File: src/svf_pkg.sv
`timescale 1ns / 1ps
// shared types, register map and q31 helpers of the state-variable filter
package svf_pkg;

    localparam int APB_AW  = 5;
    localparam int APB_DW  = 32;

    // register indexes (byte address = 4 * index)
    localparam logic [2:0] REG_CUTOFF    = 3'd0;
    localparam logic [2:0] REG_DAMP_MANT = 3'd1;
    localparam logic [2:0] REG_DAMP_SHFT = 3'd2;
    localparam logic [2:0] REG_GAIN_LP   = 3'd3;
    localparam logic [2:0] REG_GAIN_HP   = 3'd4;
    localparam logic [2:0] REG_GAIN_BP   = 3'd5;
    localparam logic [2:0] REG_GAIN_NT   = 3'd6;
    localparam logic [2:0] REG_MODE      = 3'd7;

    // output selector codes, upper bits of output_mode
    localparam logic [2:0] SEL_LOW   = 3'd1;
    localparam logic [2:0] SEL_HIGH  = 3'd2;
    localparam logic [2:0] SEL_BAND  = 3'd3;
    localparam logic [2:0] SEL_NOTCH = 3'd4;

    typedef enum logic [1:0] {
        OP_MUL = 2'd0,
        OP_ADD = 2'd1,
        OP_SUB = 2'd2,
        OP_ASR = 2'd3
    } alu_op_t;

    typedef struct packed {
        logic signed [31:0] cutoff_coeff;
        logic [30:0]        damping_mantissa;
        logic [4:0]         damping_shift;
        logic signed [31:0] gain_lowpass;
        logic signed [31:0] gain_highpass;
        logic signed [31:0] gain_bandpass;
        logic signed [31:0] gain_notch;
        logic [3:0]         output_mode;
    } cfg_t;

    // clamp a 33 bit value to the signed 32 bit range
    function automatic logic signed [31:0] sat33(input logic signed [32:0] v);
        logic signed [31:0] r;
        if (v[32] != v[31])
        begin
            r = v[32] ? 32'sh8000_0000 : 32'sh7fff_ffff;
        end
        else
        begin
            r = v[31:0];
        end
        return r;
    endfunction

endpackage

File: src/svf_regs.sv
`timescale 1ns / 1ps
// apb register file holding the filter coefficients and output mode
module svf_regs (
    input  logic                       clk,
    input  logic                       rst_n,
    input  logic                       psel,
    input  logic                       penable,
    input  logic                       pwrite,
    input  logic [svf_pkg::APB_AW-1:0] paddr,
    input  logic [svf_pkg::APB_DW-1:0] pwdata,
    output logic [svf_pkg::APB_DW-1:0] prdata,
    output logic                       pready,
    output svf_pkg::cfg_t              cfg
);
    import svf_pkg::*;

    cfg_t       cfg_reg;
    cfg_t       cfg_next;
    logic       wr_en;
    logic [2:0] idx;

    assign pready = 1'b1;
    assign wr_en  = psel && penable && pwrite;
    assign idx    = paddr[4:2];
    assign cfg    = cfg_reg;

    always_comb
    begin
        cfg_next = cfg_reg;
        if (wr_en)
        begin
            unique case (idx)
                REG_CUTOFF:    cfg_next.cutoff_coeff     = pwdata;
                REG_DAMP_MANT: cfg_next.damping_mantissa = pwdata[30:0];
                REG_DAMP_SHFT: cfg_next.damping_shift    = pwdata[4:0];
                REG_GAIN_LP:   cfg_next.gain_lowpass     = pwdata;
                REG_GAIN_HP:   cfg_next.gain_highpass    = pwdata;
                REG_GAIN_BP:   cfg_next.gain_bandpass    = pwdata;
                REG_GAIN_NT:   cfg_next.gain_notch       = pwdata;
                REG_MODE:      cfg_next.output_mode      = pwdata[3:0];
                default:       cfg_next = cfg_reg;
            endcase
        end
    end

    always_comb
    begin
        unique case (idx)
            REG_CUTOFF:    prdata = cfg_reg.cutoff_coeff;
            REG_DAMP_MANT: prdata = {1'b0, cfg_reg.damping_mantissa};
            REG_DAMP_SHFT: prdata = {27'd0, cfg_reg.damping_shift};
            REG_GAIN_LP:   prdata = cfg_reg.gain_lowpass;
            REG_GAIN_HP:   prdata = cfg_reg.gain_highpass;
            REG_GAIN_BP:   prdata = cfg_reg.gain_bandpass;
            REG_GAIN_NT:   prdata = cfg_reg.gain_notch;
            REG_MODE:      prdata = {28'd0, cfg_reg.output_mode};
            default:       prdata = '0;
        endcase
    end

    always_ff @(posedge clk or negedge rst_n)
    begin
        if (!rst_n)
        begin
            cfg_reg <= '0;
        end
        else
        begin
            cfg_reg <= cfg_next;
        end
    end

endmodule

File: src/svf_alu.sv
`timescale 1ns / 1ps
// shared q31 unit: saturating multiply, add, subtract and arithmetic shift
module svf_alu (
    input  svf_pkg::alu_op_t   op,
    input  logic signed [31:0] a,
    input  logic signed [31:0] b,
    output logic signed [31:0] res
);
    import svf_pkg::*;

    logic signed [63:0] prod;
    logic signed [32:0] sum;
    logic signed [32:0] diff;

    assign prod = a * b;
    assign sum  = {a[31], a} + {b[31], b};
    assign diff = {a[31], a} - {b[31], b};

    always_comb
    begin
        unique case (op)
            OP_MUL:  res = sat33(prod[63:31]);
            OP_ADD:  res = sat33(sum);
            OP_SUB:  res = sat33(diff);
            OP_ASR:  res = a >>> b[4:0];
            default: res = a;
        endcase
    end

endmodule

File: src/state_variable_filter_q31.sv
`timescale 1ns / 1ps
// chamberlin state-variable filter, q31, one shared arithmetic unit
//
//  channel   dir  signals                               word
//  s_axis    in   s_axis_tvalid/tready/tdata[31:0]      sample_in
//  m_axis    out  m_axis_tvalid/tready/tdata[31:0]      sample_out
//  apb       cfg  psel/penable/pwrite/paddr[4:0]/pwdata  8 registers at 4*i
//
// every arithmetic step goes through the one multiply/add/shift unit, one
// step per cycle: an iteration is 8 steps, a single tap 1 step, the mix 8 steps
// s_axis_tready is high only while the sequencer is idle
// the result sits in an output register, so a new word is taken while the
// previous result waits; the sequencer holds in its last step if it is full
// reset clears the filter state, the registers and the sequencer
module state_variable_filter_q31 (
    input  logic        clk,
    input  logic        rst_n,
    // stream input
    input  logic        s_axis_tvalid,
    output logic        s_axis_tready,
    input  logic [31:0] s_axis_tdata,   // [31:0] sample_in
    // stream output
    output logic        m_axis_tvalid,
    input  logic        m_axis_tready,
    output logic [31:0] m_axis_tdata,   // [31:0] sample_out
    // configuration
    input  logic        psel,
    input  logic        penable,
    input  logic        pwrite,
    input  logic [4:0]  paddr,
    input  logic [31:0] pwdata,
    output logic [31:0] prdata,
    output logic        pready
);
    import svf_pkg::*;

    typedef enum logic [20:0] {
        ST_IDLE = 21'h000001,
        ST_IT0  = 21'h000002,
        ST_IT1  = 21'h000004,
        ST_IT2  = 21'h000008,
        ST_IT3  = 21'h000010,
        ST_IT4  = 21'h000020,
        ST_IT5  = 21'h000040,
        ST_IT6  = 21'h000080,
        ST_IT7  = 21'h000100,
        ST_TAP  = 21'h000200,
        ST_MX0  = 21'h000400,
        ST_MX1  = 21'h000800,
        ST_MX2  = 21'h001000,
        ST_MX3  = 21'h002000,
        ST_MX4  = 21'h004000,
        ST_MX5  = 21'h008000,
        ST_MX6  = 21'h010000,
        ST_MX7  = 21'h020000,
        ST_HALF = 21'h040000,
        ST_FIN  = 21'h080000,
        ST_DONE = 21'h100000
    } state_t;

    cfg_t cfg;

    state_t state_reg, state_next;
    logic   pass_reg, pass_next;          // set during the second oversampled pass
    logic   out_valid_reg, out_valid_next;

    // filter state
    logic signed [31:0] low_reg, low_next;
    logic signed [31:0] band_reg, band_next;
    logic signed [31:0] high_reg, high_next;

    // working registers
    logic signed [31:0] x_reg, x_next;          // held input sample
    logic signed [31:0] t_reg, t_next;          // scratch value
    logic signed [31:0] acc_reg, acc_next;      // tap or mix result
    logic signed [31:0] first_reg, first_next;  // halved first-pass result
    logic [31:0]        out_data_reg, out_data_next;

    alu_op_t            op;
    logic signed [31:0] opa;
    logic signed [31:0] opb;
    logic signed [31:0] res;

    logic [2:0] sel;
    logic       mix_sel;
    logic       in_fire;

    assign sel     = cfg.output_mode[3:1];
    assign mix_sel = !(sel == SEL_LOW || sel == SEL_HIGH || sel == SEL_BAND ||
                       sel == SEL_NOTCH);
    assign in_fire = s_axis_tvalid && s_axis_tready;

    assign s_axis_tready = (state_reg == ST_IDLE);
    assign m_axis_tvalid = out_valid_reg;
    assign m_axis_tdata  = out_data_reg;

    svf_regs u_regs (
        .clk     (clk),
        .rst_n   (rst_n),
        .psel    (psel),
        .penable (penable),
        .pwrite  (pwrite),
        .paddr   (paddr),
        .pwdata  (pwdata),
        .prdata  (prdata),
        .pready  (pready),
        .cfg     (cfg)
    );

    svf_alu u_alu (
        .op  (op),
        .a   (opa),
        .b   (opb),
        .res (res)
    );

    // operand selection for the shared unit
    always_comb
    begin
        op  = OP_ADD;
        opa = '0;
        opb = '0;
        unique case (state_reg)
            ST_IT0: begin op = OP_MUL; opa = cfg.cutoff_coeff; opb = band_reg; end
            ST_IT1: begin op = OP_ADD; opa = low_reg; opb = t_reg; end
            ST_IT2:
            begin
                op  = OP_MUL;
                opa = $signed({1'b0, cfg.damping_mantissa});
                opb = band_reg;
            end
            ST_IT3:
            begin
                op  = OP_ASR;
                opa = t_reg;
                opb = $signed({27'd0, cfg.damping_shift});
            end
            ST_IT4: begin op = OP_SUB; opa = x_reg; opb = t_reg; end
            ST_IT5: begin op = OP_SUB; opa = t_reg; opb = low_reg; end
            ST_IT6: begin op = OP_MUL; opa = cfg.cutoff_coeff; opb = high_reg; end
            ST_IT7: begin op = OP_ADD; opa = band_reg; opb = t_reg; end
            ST_TAP:
            begin
                // single tap passes through as tap + 0, notch is low + high
                op = OP_ADD;
                priority if (sel == SEL_HIGH)
                begin
                    opa = high_reg;
                end
                else if (sel == SEL_BAND)
                begin
                    opa = band_reg;
                end
                else
                begin
                    opa = low_reg;
                end
                opb = (sel == SEL_NOTCH) ? high_reg : 32'sd0;
            end
            ST_MX0: begin op = OP_MUL; opa = low_reg; opb = cfg.gain_lowpass; end
            ST_MX1: begin op = OP_MUL; opa = high_reg; opb = cfg.gain_highpass; end
            ST_MX2: begin op = OP_ADD; opa = acc_reg; opb = t_reg; end
            ST_MX3: begin op = OP_MUL; opa = band_reg; opb = cfg.gain_bandpass; end
            ST_MX4: begin op = OP_ADD; opa = acc_reg; opb = t_reg; end
            ST_MX5: begin op = OP_ADD; opa = low_reg; opb = high_reg; end
            ST_MX6: begin op = OP_MUL; opa = t_reg; opb = cfg.gain_notch; end
            ST_MX7: begin op = OP_ADD; opa = acc_reg; opb = t_reg; end
            ST_HALF: begin op = OP_ASR; opa = acc_reg; opb = 32'sd1; end
            ST_FIN: begin op = OP_ADD; opa = first_reg; opb = t_reg; end
            default:
            begin
                op  = OP_ADD;
                opa = '0;
                opb = '0;
            end
        endcase
    end

    // sequencer and register updates
    always_comb
    begin
        state_next     = state_reg;
        pass_next      = pass_reg;
        out_valid_next = out_valid_reg;
        low_next       = low_reg;
        band_next      = band_reg;
        high_next      = high_reg;
        x_next         = x_reg;
        t_next         = t_reg;
        acc_next       = acc_reg;
        first_next     = first_reg;
        out_data_next  = out_data_reg;

        if (out_valid_reg && m_axis_tready)
        begin
            out_valid_next = 1'b0;
        end

        unique case (state_reg)
            ST_IDLE:
            begin
                if (in_fire)
                begin
                    x_next     = s_axis_tdata;
                    pass_next  = 1'b0;
                    state_next = ST_IT0;
                end
            end
            ST_IT0: begin t_next = res; state_next = ST_IT1; end
            ST_IT1: begin low_next = res; state_next = ST_IT2; end
            ST_IT2: begin t_next = res; state_next = ST_IT3; end
            ST_IT3: begin t_next = res; state_next = ST_IT4; end
            ST_IT4: begin t_next = res; state_next = ST_IT5; end
            ST_IT5: begin high_next = res; state_next = ST_IT6; end
            ST_IT6: begin t_next = res; state_next = ST_IT7; end
            ST_IT7:
            begin
                band_next  = res;
                state_next = mix_sel ? ST_MX0 : ST_TAP;
            end
            ST_TAP:
            begin
                acc_next   = res;
                state_next = cfg.output_mode[0] ? ST_HALF : ST_DONE;
            end
            ST_MX0: begin acc_next = res; state_next = ST_MX1; end
            ST_MX1: begin t_next = res; state_next = ST_MX2; end
            ST_MX2: begin acc_next = res; state_next = ST_MX3; end
            ST_MX3: begin t_next = res; state_next = ST_MX4; end
            ST_MX4: begin acc_next = res; state_next = ST_MX5; end
            ST_MX5: begin t_next = res; state_next = ST_MX6; end
            ST_MX6: begin t_next = res; state_next = ST_MX7; end
            ST_MX7:
            begin
                acc_next   = res;
                state_next = cfg.output_mode[0] ? ST_HALF : ST_DONE;
            end
            ST_HALF:
            begin
                // first pass: keep half and run the second iteration
                if (pass_reg)
                begin
                    t_next     = res;
                    state_next = ST_FIN;
                end
                else
                begin
                    first_next = res;
                    pass_next  = 1'b1;
                    state_next = ST_IT0;
                end
            end
            ST_FIN:
            begin
                acc_next   = res;
                pass_next  = 1'b0;
                state_next = ST_DONE;
            end
            ST_DONE:
            begin
                if (!out_valid_reg || m_axis_tready)
                begin
                    out_data_next  = acc_reg;
                    out_valid_next = 1'b1;
                    state_next     = ST_IDLE;
                end
            end
            default:
            begin
                state_next = ST_IDLE;
                pass_next  = 1'b0;
            end
        endcase
    end

    always_ff @(posedge clk or negedge rst_n)
    begin
        if (!rst_n)
        begin
            state_reg     <= ST_IDLE;
            pass_reg      <= 1'b0;
            out_valid_reg <= 1'b0;
            low_reg       <= '0;
            band_reg      <= '0;
            high_reg      <= '0;
        end
        else
        begin
            state_reg     <= state_next;
            pass_reg      <= pass_next;
            out_valid_reg <= out_valid_next;
            low_reg       <= low_next;
            band_reg      <= band_next;
            high_reg      <= high_next;
        end
    end

    always_ff @(posedge clk)
    begin
        x_reg        <= x_next;
        t_reg        <= t_next;
        acc_reg      <= acc_next;
        first_reg    <= first_next;
        out_data_reg <= out_data_next;
    end

    // an accepted word always starts a fresh iteration
    a_start: assert property (@(posedge clk) disable iff (!rst_n)
        in_fire |=> (state_reg == ST_IT0 && !pass_reg))
        else $error("accepted word did not start an iteration");

    // a finished result reaches the output register in the next cycle
    a_deliver: assert property (@(posedge clk) disable iff (!rst_n)
        (state_reg == ST_DONE && (!out_valid_reg || m_axis_tready))
        |=> (m_axis_tvalid && state_reg == ST_IDLE))
        else $error("result not delivered");

    // the final average only happens on the second pass
    a_fin_pass: assert property (@(posedge clk) disable iff (!rst_n)
        (state_reg == ST_FIN) |-> pass_reg)
        else $error("average without second pass");

    // the pass flag never survives into idle
    a_idle_pass: assert property (@(posedge clk) disable iff (!rst_n)
        (state_reg == ST_IDLE) |-> !pass_reg)
        else $error("pass flag left set");

    // a waiting result is never overwritten by the sequencer
    a_no_overwrite: assert property (@(posedge clk) disable iff (!rst_n)
        (state_reg == ST_DONE && out_valid_reg && !m_axis_tready) |=>
        (state_reg == ST_DONE))
        else $error("sequencer left done while output full");

endmodule
File: config.mk
export PLATFORM = sky130hd
export DESIGN_NAME = state_variable_filter_q31
export DESIGN_NICKNAME = d
export VERILOG_FILES = /design/src/svf_pkg.sv /design/src/svf_regs.sv /design/src/svf_alu.sv /design/src/state_variable_filter_q31.sv
export SDC_FILE = /design/constraint.sdc
export NUM_CORES = 2
export LEC_CHECK = 0
export ABC_AREA = 1
export BUFFER_PORTS_ARGS = -buffer_cell sky130_fd_sc_hd__buf_2
export CAP_MARGIN = 20
export CELL_PAD_IN_SITES_DETAIL_PLACEMENT = 1
export CELL_PAD_IN_SITES_GLOBAL_PLACEMENT = 1
export CORE_UTILIZATION = 35
export DETAILED_ROUTE_END_ITERATION = 10
export PLACE_DENSITY = 0.63
export SYNTH_ARGS = -nofsm -noshare
export SYNTH_HDL_FRONTEND = slang
export SYNTH_SLANG_ARGS = --single-unit
File: constraint.sdc
create_clock -name clk -period 14.2 [get_ports clk]
set_input_delay 3.55 -clock clk [delete_from_list [all_inputs] [get_ports clk]]
set_output_delay 3.55 -clock clk [all_outputs]
set_load 0.005 [all_outputs]
* Word-level counts from Yosys, hierarchy flattened *
Index checks and enable logic that the tools add are counted.

word-level totals
  register bits after elaboration = 479
  input port bits = 76

operators by class
  bitwise gates (word level) = 2
  muxes and demuxes = 27
  multipliers = 1
  shifts and indexed selects = 1
  $add $sub $neg = 2
  equal/unequal tests = 41
  reductions and logical operators = 41

operators with widths
  cell                                                               number
  21-bit case mux with 20 select lines                               1
  32-bit case mux with 11 select lines                               1
  32-bit 2-to-1 mux                                                  10
  32-bit case mux with 10 select lines                               1
  32-bit case mux with 8 select lines                                1
  32-bit case mux with 4 select lines                                1
  32-bit by 32-bit multiplier with 64-bit output                     1
  32-bit case mux with 2 select lines                                1
  21-bit 2-to-1 mux                                                  3
  32-bit by 32-bit adder with 33-bit output                          1
  32-bit by 32-bit subtractor with 33-bit output                     1
  32-bit by 5-bit >>> shifter with 32-bit output                     1
  2-bit AND reduction                                                14
  21-bit by 1-bit == test with 1-bit output, second input constant   1
  21-bit by 10-bit == test with 1-bit output, second input constant  1
  21-bit by 11-bit == test with 1-bit output, second input constant  1
  21-bit by 12-bit == test with 1-bit output, second input constant  1
  21-bit by 13-bit == test with 1-bit output, second input constant  1
  21-bit by 14-bit == test with 1-bit output, second input constant  1
  21-bit by 15-bit == test with 1-bit output, second input constant  1
  21-bit by 16-bit == test with 1-bit output, second input constant  1
  21-bit by 17-bit == test with 1-bit output, second input constant  1
  21-bit by 18-bit == test with 1-bit output, second input constant  1
  21-bit by 19-bit == test with 1-bit output, second input constant  1
  37 further kinds                                                   67

* Longest topological paths before layout *
  depth after elaboration = 10
  depth in mapped cells = 50

* By module *
From an unflattened synthesis, not the netlist that was laid out.

unflattened totals
  cells, all modules = 9,346
  area, all modules = 69,221.4 µm²

modules (own cells, without submodules)
  module                     area each (µm²)  cells an instance  instances  seq. area each (µm²)
  svf_alu                    45,720.1         6,477              1          0.0
  state_variable_filter_q31  14,306.2         1,771              1          7,783.7
  svf_regs                   9,195.1          1,098              1          5,004.8

* Worst setup path before layout *
Ideal clock, no wire load.

  path kind = flip-flop to flip-flop
  start = register state_reg[0]
  end = register acc_reg[27], data pin
  buffers on the path = 4
  arrival = 9.723 ns
  cell stages (with the launch flop) = 44
  setup time = 0.261 ns
  clock period less this slack = 9.983 ns
  setup slack = 4.217 ns
  cell sequence = dfstp_2 nor2_2 nand2_2 clkinv_2 nand2_2 nor2_4 nand2_1 buf_2 buf_2 o22ai_1 a21oi_1 o21ai_0 a2111oi_0 inv_1 clkbuf_1 nand2_1 inv_1 fa_1 [8 not listed] fa_1 inv_1 fa_1 inv_1 fa_1 ha_1 a21oi_1 inv_1 a31oi_1 o21ai_0 a2111oi_0 nand3_1 nand2_2 nor2_4 nor2_8 buf_12 nand2_4 and2_1

between the ends
  cells in the longest elaborated chain, start to end = 7
  elaborated cells between the ends (all ways) = 51
  those cells by class = 2 x add/sub; 1 x mul; 25 x eq/ne; 1 x shift; 10 x mux; 12 x reduce/logical

RTL lines
  item                                                                                          RTL line                          RTL
  start, declared                                                                               state_variable_filter_q31.sv:63   state_t state_reg, state_next;
  start signal, assigned                                                                        state_variable_filter_q31.sv:289  state_reg <= state_next;
  21-bit by 20-bit == test with 1-bit output, or another cell as far along                      state_variable_filter_q31.sv:123  unique case (state_reg)
  7-bit OR reduction (no source line), or another cell as far along                             --
  32-bit case mux with 11 select lines or 32-bit case mux with 10 select lines (tied branches)  state_variable_filter_q31.sv:123
  32-bit by 32-bit multiplier with 64-bit output, or another cell as far along                  svf_alu.sv:15                     assign prod = a * b;
  32-bit 2-to-1 mux or 1-bit inequality test (tied branches)                                    svf_pkg.sv:47, svf_pkg.sv:45
  32-bit 2-to-1 mux                                                                             svf_pkg.sv:45                     if (v[32] != v[31])
  32-bit case mux with 4 select lines (*)                                                       svf_alu.sv:21                     unique case (op)
  via res[27]                                                                                   state_variable_filter_q31.sv:82   logic signed [31:0] res;
  end signal, assigned                                                                          state_variable_filter_q31.sv:302  acc_reg <= acc_next;
  end, declared                                                                                 state_variable_filter_q31.sv:75   logic signed [31:0] acc_reg, acc_next;

The timed path passes the listed nets; every way through them passes the cells marked *.
A chain may end at the register's enable or synchronous reset.

* Worst setup path after layout *
  start = register state_reg[20]
  end = register acc_reg[12], data pin

Same word-level chain as after synthesis.

==> metrics <==
CTS tree yes; grt total ovfl 0; Clock Latency Late Sink ~0.65 ns; final hold viol count 0; Nets roughly 10,000; die area a little under 200,000 µm²; max-cap violation count 0; Post-Syn Nets 10,271; Final GP Congestion 0.9822; post-CTS sizing 0; top-count cell post-synth nand2_1; Worst EP arrival between 10 and 15 ns; chip height ~440 µm; vias post-DR roughly 61,000; leakage power slightly below 0.04 µW; GRT Overall Usage 0.2979; row cnt between 150 and 200; minimum clock period 12.99 ns; final non-filler cell total 11,447; Initial Util 0.3540; post-synth top area share 0.3170; layout cells sized above 1 0.06626; final WL a little under 300,000 µm; CP top delay family adder cells; routed vias/inst ~5.3; endpoint class of the critical path flop; post-synthesis cell type count just over 70; Setup TNS 0 ns; ys async rst share 0.6660; DR DRC count 0; number of clock sinks 479; Synth Cell Area 68,460 µm²; CTS Hold Bufs 0; Worst Path Max Fanout 32; Post-DP Area roughly 73,000 µm²; commonest cells in the synthesized netlist nand2_1 (2,195), inv_1 (2,085), fa_1 (1,084); FF-to-FF End acc_reg[12]; critical path data required time ~15 ns; first-pass GRT wire length 435,000 µm; worst r2r src state_reg[20]; post-synthesis average cell area around 7.7 µm²; Worst slew margin 0.2289; Cells after Synth between 8,000 and 9,000; Final Max Slew Viols 0; Seq/Total Area, Yosys 0.1868; critical path class reg -> reg; warnings from Yosys 0; hold path cells 0; vias in the first global route around 65,000; hold_sp acc_reg[25]; CTS H-Tree Depth 2; Peak Freq just under 0.08 GHz; status complete, no violations; DP HPWL between 200,000 and 250,000 µm; mean routed wirelength per cell around 26 µm; Detail Route Antenna Nets 0; die width 444.3 µm; slack of the critical path 1.207 ns; RSZ-0062 raised after global routing false; EDFF count, synth 160; pin count of the biggest net entering global routing approximately 150; R2R Setup Slk 1.21 ns; # port buffers between 100 and 150; core area between 150,000 and 200,000 µm²; Setup Skew ~0.040 ns; CP max stage cell a2111oi_0; # IOs 143; top flip-flop cell by instance count after synthesis dfrtp_1; ranking of synthesized cells by area fa_1 (32%), nand2_1 (12%), dfrtp_1 (12%), inv_1 (11%), edfxtp_1 (7.0%); CTS clk-pin slew, worst paths 0.07 ns; final worst path period share 0.9150; Synth-to-Final Area Change 8.532%; root buffer cell clkbuf_16; cell taking the most area after synthesis fa_1; Max VDD drop ~0.000094 V; Worst Setup Start Kind flop; max FFs per register 200; CTS buffer count 47; pwr dens approximately 80 nW/µm²; setup bufs post-CTS 0; Finished Cell Area ~74,000 µm²; placed insts 11,357; Iter 0 DRT Violations approximately 4,500; initial antenna violation count 6; #FFs+latches synth 479; CTS Buffer Depth 3; Tightest Hold Check Type reg -> reg; # setup viols final 0; R2R depth 39; final core utilization 0.3842; Worst path max stage delay a little over 0.9 ns; dpl ws 1.219 ns; Min-Delay Endpoint m_axis_tdata[25]; Worst Tran Pin Value approximately 1.1 ns; drt first pass iters 7; Worst Path Buf+Inv 13
[metrics by stage]
stage	power, µW	hold slack (ns)
after floorplan	3438	0.4264
after global placement	4613	0.4421
after detailed placement	4667	0.4487
after CTS	6025	0.4751
after global routing	6327	0.4975
final	6039	0.4739
[how the worst max path moves through the flow]
stage	start	endpoint	slack (ns)	depth (start not counted)
after floorplan	state_reg[0]	acc_reg[27]	4.22	43
after global placement	state_reg[20]	acc_reg[23]	0.97	35
after detailed placement	state_reg[20]	acc_reg[23]	1.22	39
after CTS	state_reg[20]	first_reg[23]	1.25	40
after global routing	state_reg[20]	t_reg[4]	0.47	41
final	state_reg[20]	acc_reg[12]	1.21	39
[placed cells by master, fill, tap and decap left out, types with 13 or more instances in the layout]
master     instances
nand2_1         2187
nand4_1           65
a22oi_1           41
nand2_4           24
o21ai_0          481
o2111ai_1         15
and2_1            30
inv_1           2083
buf_4            211
xnor2_1           14
o22ai_1          114
nand3b_1          17
nor2_2            18
o211ai_1          53
a31oi_1           22
ha_1             244
o21a_1            23
nor2_1           424
fa_1            1084
nor3_1            45
a21oi_1          309
a211oi_1          15
xor2_1            77
edfxtp_1         160
inv_2             24
nor4_1            13
a221oi_1          34
nand2_2           29
nand3_1          348
buf_2            138
clkbuf_16         47
dfrtp_1          318
[worst register-to-register path: cells and delay by family, from the launching register on]
| family | cells | cell delay, ns |
|---|---|---|
| buf+inv | 13 | 2.45 |
| compound gates | 7 | 2.77 |
| fa+ha+maj | 9 | 4.93 |
| flops | 1 | 0.42 |
| simple gates | 10 | 2.15 |
[report_power, final]
group	leakage (µW)	switching (µW)	total, µW	internal [µW]
clock network	0.000780	611	1350	737
registers	0.00551	188	1900	1710
logic	0.0334	2060	2790	727
[per-layer routing]
layer | part of all wire | track usage | vias to the layer above
li1 | - | - | 26929
met1 | 0.43 | 0.4000 | 31493
met2 | 0.48 | 0.5015 | 1713
met3 | 0.044 | 0.02001 | 469
met4 | 0.046 | 0.1160 | 2
met5 | 0.000044 | 0 | -
[layout make-up]
type,instances,area (µm²)
Clock inverter,26,310.3
Timing Repair Buffer,359,2462
Multi-Input combinational cell,5883,46370
Antenna cell,2,5.005
Clock buffer,61,1279
Inverter,2111,7925
Sequential cell,479,12790
Tap cell,2526,3161
Fill cell,23677,119100
[cell families after synthesis]
logic type / after synthesis / share of synthesized area
compound gates: 1204 / 0.1026
xor+xnor: 91 / 0.01164
mux: 1 / 0.0001645
simple gates: 3258 / 0.1981
flops: 479 / 0.1868
other cells: 1 / 0.00005478
fa+ha+maj: 1328 / 0.3616
buf+inv: 2505 / 0.1391
(Power assumes the default switching activity.)
